<file path="config.mk">
export PLATFORM = sky130hd
export DESIGN_NAME = ips_ctrl
export DESIGN_NICKNAME = d
export VERILOG_FILES = /design/src/sv/integer_power_by_squaring_top_assert.svh /design/src/sv/ips_pkg.sv /design/src/sv/ips_ctrl.sv
export SDC_FILE = /design/constraint.sdc
export NUM_CORES = 1
export LEC_CHECK = 0
export ABC_AREA = 1
export BUFFER_PORTS_ARGS = -buffer_cell sky130_fd_sc_hd__buf_2
export CELL_PAD_IN_SITES_DETAIL_PLACEMENT = 0
export CELL_PAD_IN_SITES_GLOBAL_PLACEMENT = 1
export CORE_AREA = 2 2 39 41
export CTS_CLUSTER_DIAMETER = 50
export DETAILED_ROUTE_END_ITERATION = 7
export DIE_AREA = 0 0 41 43
export GPL_ROUTABILITY_DRIVEN = 0
export PLACE_DENSITY_LB_ADDON = 0.1
export SETUP_SLACK_MARGIN = 0.05
export SLEW_MARGIN = 20
export SYNTH_ARGS = -nofsm -noshare
export SYNTH_HDL_FRONTEND = slang
export SYNTH_SLANG_ARGS = --single-unit
export TNS_END_PERCENT = 5
</file>
<file path="constraint.sdc">
create_clock -name clk -period 0.85 [get_ports clk]
set_input_delay 0.0425 -clock clk [delete_from_list [all_inputs] [get_ports clk]]
set_output_delay 0.0425 -clock clk [all_outputs]
set_load 0.05 [all_outputs]
</file>
<file path="src/sv/integer_power_by_squaring_top_assert.svh">
// Assertion macros for the integer power by squaring block.
`ifndef INTEGER_POWER_BY_SQUARING_TOP_ASSERT_SVH
`define INTEGER_POWER_BY_SQUARING_TOP_ASSERT_SVH

// Consequent checked in the same cycle as the antecedent.
`define IPS_ASSERT_SAME(label, clk, rst, ante, cons, msg) \
  label: assert property (@(posedge clk) disable iff (rst) (ante) |-> (cons)) \
    else $error(msg);

// Consequent checked in the cycle after the antecedent.
`define IPS_ASSERT_NEXT(label, clk, rst, ante, cons, msg) \
  label: assert property (@(posedge clk) disable iff (rst) (ante) |=> (cons)) \
    else $error(msg);

`endif

</file>
<file path="src/sv/ips_pkg.sv">
// Shared types and constants for the integer power by squaring block.
package ips_pkg;

  localparam int EXP_WIDTH   = 32;
  localparam int POWER_WIDTH = 64;

  // Controller to datapath commands
  typedef struct packed {
    logic load;   // capture a new transaction
    logic mul;    // register partial products
    logic upd;    // sum partial products, update base, result and exponent
    logic emit;   // move the result into the output register
  } cmd_t;

  // Datapath to controller status
  typedef struct packed {
    logic e_zero; // no exponent bits left to process
  } status_t;

endpackage

</file>
<file path="src/sv/ips_ctrl.sv">
// Controller state machine for the integer power by squaring block.
module ips_ctrl (
  input  logic             clk,
  input  logic             rst,
  input  logic             in_valid,
  output logic             in_ready,
  output logic             out_valid,
  input  logic             out_ready,
  input  ips_pkg::status_t status,
  output ips_pkg::cmd_t    cmd
);
  import ips_pkg::*;

  typedef enum logic [1:0] {
    S_IDLE,
    S_MUL,
    S_ADD,
    S_OUT
  } state_t;

  state_t state;

  // Commands decoded from state
  assign in_ready = (state == S_IDLE);
  assign cmd.load = (state == S_IDLE) && in_valid;
  assign cmd.mul  = (state == S_MUL) && !status.e_zero;
  assign cmd.upd  = (state == S_ADD);
  assign cmd.emit = (state == S_OUT) && (!out_valid || out_ready);

  // State and output valid
  always_ff @(posedge clk) begin
    if (rst) begin
      state     <= S_IDLE;
      out_valid <= 1'b0;
    end else begin
      if (cmd.emit) begin
        out_valid <= 1'b1;
      end else if (out_ready) begin
        out_valid <= 1'b0;
      end
      case (state)
        S_IDLE: begin
          if (in_valid) state <= S_MUL;
        end
        S_MUL: begin
          if (status.e_zero) state <= S_OUT;
          else               state <= S_ADD;
        end
        S_ADD: begin
          state <= S_MUL;
        end
        S_OUT: begin
          if (cmd.emit) state <= S_IDLE;
        end
        default: begin
          state <= S_IDLE;
        end
      endcase
    end
  end

endmodule

</file>
==> impl_metrics.yaml <==
status:
  status: "finished with violations"
  failed_checks: "negative setup slack"
die:
  row_count: 14
  ios: 11
  die_h_um: 43
  die_area_um2: 1763
  dieWidth_um: 41
  coreArea_um2: 1384
  initial_core_util_pct: 10.94
timing:
  fmax_mhz: 925.3
  setup_slack_ns: -0.2307
  rsz0062_at_grt: "true"
  hold-worst-slack_ns: 0.09404
  finClkSkew_ns: 0.0005008
  hold_viol: 0
  post-route-period-util_pct: 127.1
  relSlewSlack_pct: 90.94
  worstMarginPinSlew_ns: 0.1354
  report.final.slew_viol_count: 0
  finalCriticalPeriod_ns: 1.081
  finalSetupViolations: 5
detailed_routing:
  via_count: 217
  wl_per_cell_um: 7.049
  drt-pass1-iter-count: 2
  viasPerCell: 3.557
  ant_nets: 0
  initialDrtViolationCount: 8
  routed_wl_um: 430
  drc: 0
final_layout:
  areaGrowthSynthToFinish_pct: 170.2
  drive_above_1_share_pct: 66.67
  n_antenna_cell: 0
  final_area_um2: 409.1
  utilization_pct: 29.57
  nNetsFinal: 51
synthesis:
  ys_async_sr_fraction_pct: 0
  yosys.area.top_type_share_pct: 39.67
  synth_edf_count: 0
  ys_ff_latch: 3
  synth_most_common_cell: "inv_1"
  yosys.area.top_type: "dfxtp_1"
  synth_cell_types: 6
  synth_common_cells: "inv_1, nand2_1, nor2_1, a21oi_1, dfxtp_1"
  syn_avg_cell_area_um2: 5.823
  synthCells: 26
  syn_area_um2: 151.4
  synthesis.nets: 31
  synthTopCellsByArea: "dfxtp_1, inv_1, nand2_1, a21oi_1, nor2_1"
  ys_seq_area_share_pct: 39.67
  yosys_warnings: 0
  synth_ff_type: "dfxtp_1"
clock_tree:
  cts.sinks: 3
  root_buffer: "clkbuf_4"
  worstSkewPairLatency_ns: 0.24
  cts_max_level: 1
  cts_buffers: 3
  tritoncts: "done"
  cts.clk_slew.worst_paths_ns: 0.04
  clock_path_buffers: 2
  postCtsSetupRepairBufs: 0
setup_path:
  endpoint_kind: "output port"
  timing.rr.end: "state[0]"
  start_kind: "flop"
  rr_worst_depth: 5
  critPathArrivalTime_ns: 1.04
  reg2reg_from: "state[1]"
  worstPathMaxFanout: 5
  crit_type: "reg2out"
  worstPathRequired_ns: 0.81
  rrSetupSlack_ns: 0.08
placement:
  detailedPlace.worstSlack_ns: -0.06167
  place_area_um2: 312.8
  dp_hpwl_um: 340.6
  io_buffers: 10
job:
  maxCapViolations: 0
global_route:
  grtUsageMet1_pct: 7.029
  grt.busiest_layer: "met2"
  overflow: 0
  grt_max_degree: 6
  grt_util_met3_pct: 6.283
  gr-usage-all-layers_pct: 6.914
  first_global_vias: 204
  grt_antenna_before_repair: 0
  grt_pass1_wl_um: 759
  use_met2_pct: 9.063
hold_path:
  min_to: "out_valid"
  holdPathStages: 4
  hp-class: "in2reg"
  min_from: "out_ready"
pwr:
  leakagePower_nw: 0.2012
  ir_worst_vdd_mv: 1.102
  power_density_nw_per_um2: 1623
==> through the flow <==
stage          TNS [ns]  instances  power, mW
2_1_floorplan  -0.01183         26     0.2982
4_1_cts         -0.9816         61     0.6578
5_1_grt          -1.204         61     0.7076
6_report        -0.9873         61     0.6641
3_5_place_dp    -0.1550         56     0.3660
3_3_place_gp    -0.1509         56     0.3657
==> cell usage in the layout (no fill, tap or decap), types with 2 or more instances in the layout <==
master / Yosys / routed
a21oi_1: 3 / 2
buf_8: 0 / 3
nand2_2: 0 / 3
nand2_1: 7 / 3
clkbuf_4: 0 / 3
buf_2: 0 / 4
inv_1: 8 / 7
buf_6: 0 / 3
dfxtp_4: 0 / 2
nor2_4: 0 / 2
buf_4: 0 / 3
==> cell families after synthesis <==
| kind of cell | share of synthesized area (%) |
|---|---|
| buffers and inverters | 19.84 |
| flip-flops | 39.67 |
| AO/OA/AOI/OAI | 9.914 |
| AND/OR/NAND/NOR | 30.58 |
==> worst max-delay path by stage <==
stage	start	endpoint	cells after the start
3_5_place_dp	state[1]	cmd[3]	3
4_1_cts	state[1]	cmd[3]	3
3_3_place_gp	state[0]	cmd[0]	5
6_report	state[1]	cmd[3]	3
2_1_floorplan	state[1]	cmd[3]	1
5_1_grt	state[1]	cmd[3]	3
==> report_power, final <==
group	total (mW)	internal, mW	switching (mW)
clock	0.258	0.176	0.0819
combinational	0.241	0.105	0.136
sequential	0.165	0.151	0.0140
==> critical path, cell delays in order, from the launching register on <==
cell     delay [ns]
dfxtp_2        0.33
buf_12         0.13
nor3_4         0.16
buf_6          0.18
==> registers in the layout, summed over array words and instances (netlist names) <==
register	flops
state	2
out_valid	1
==> area by class of cell <==
| type | count | area [µm²] |
|---|---|---|
| clock buffer | 4 | 26.28 |
| fill | 151 | 974.7 |
| inverter | 8 | 33.78 |
| multi-input combinational | 15 | 108.9 |
| sequential | 3 | 68.82 |
| tap | 16 | 20.02 |
| timing repair buffer | 15 | 151.4 |
==> metal layers <==
layer	part of all wire [%]	up-vias
met5	0	-
met2	44	11
li1	-	112
met3	12	2
met4	2.3	0
met1	41	92
==> repair_timing <==
action / in CTS / in global routing
resized for setup: 12 / 7
hold endpoints to repair: 1 / 0
endpoints found under the setup margin: 7 / 8
pin swaps: 0 / 1
cloned: 0 / 0
hold buffers: 1 / 0
No activity file was read; power rests on OpenSTA's default activity.
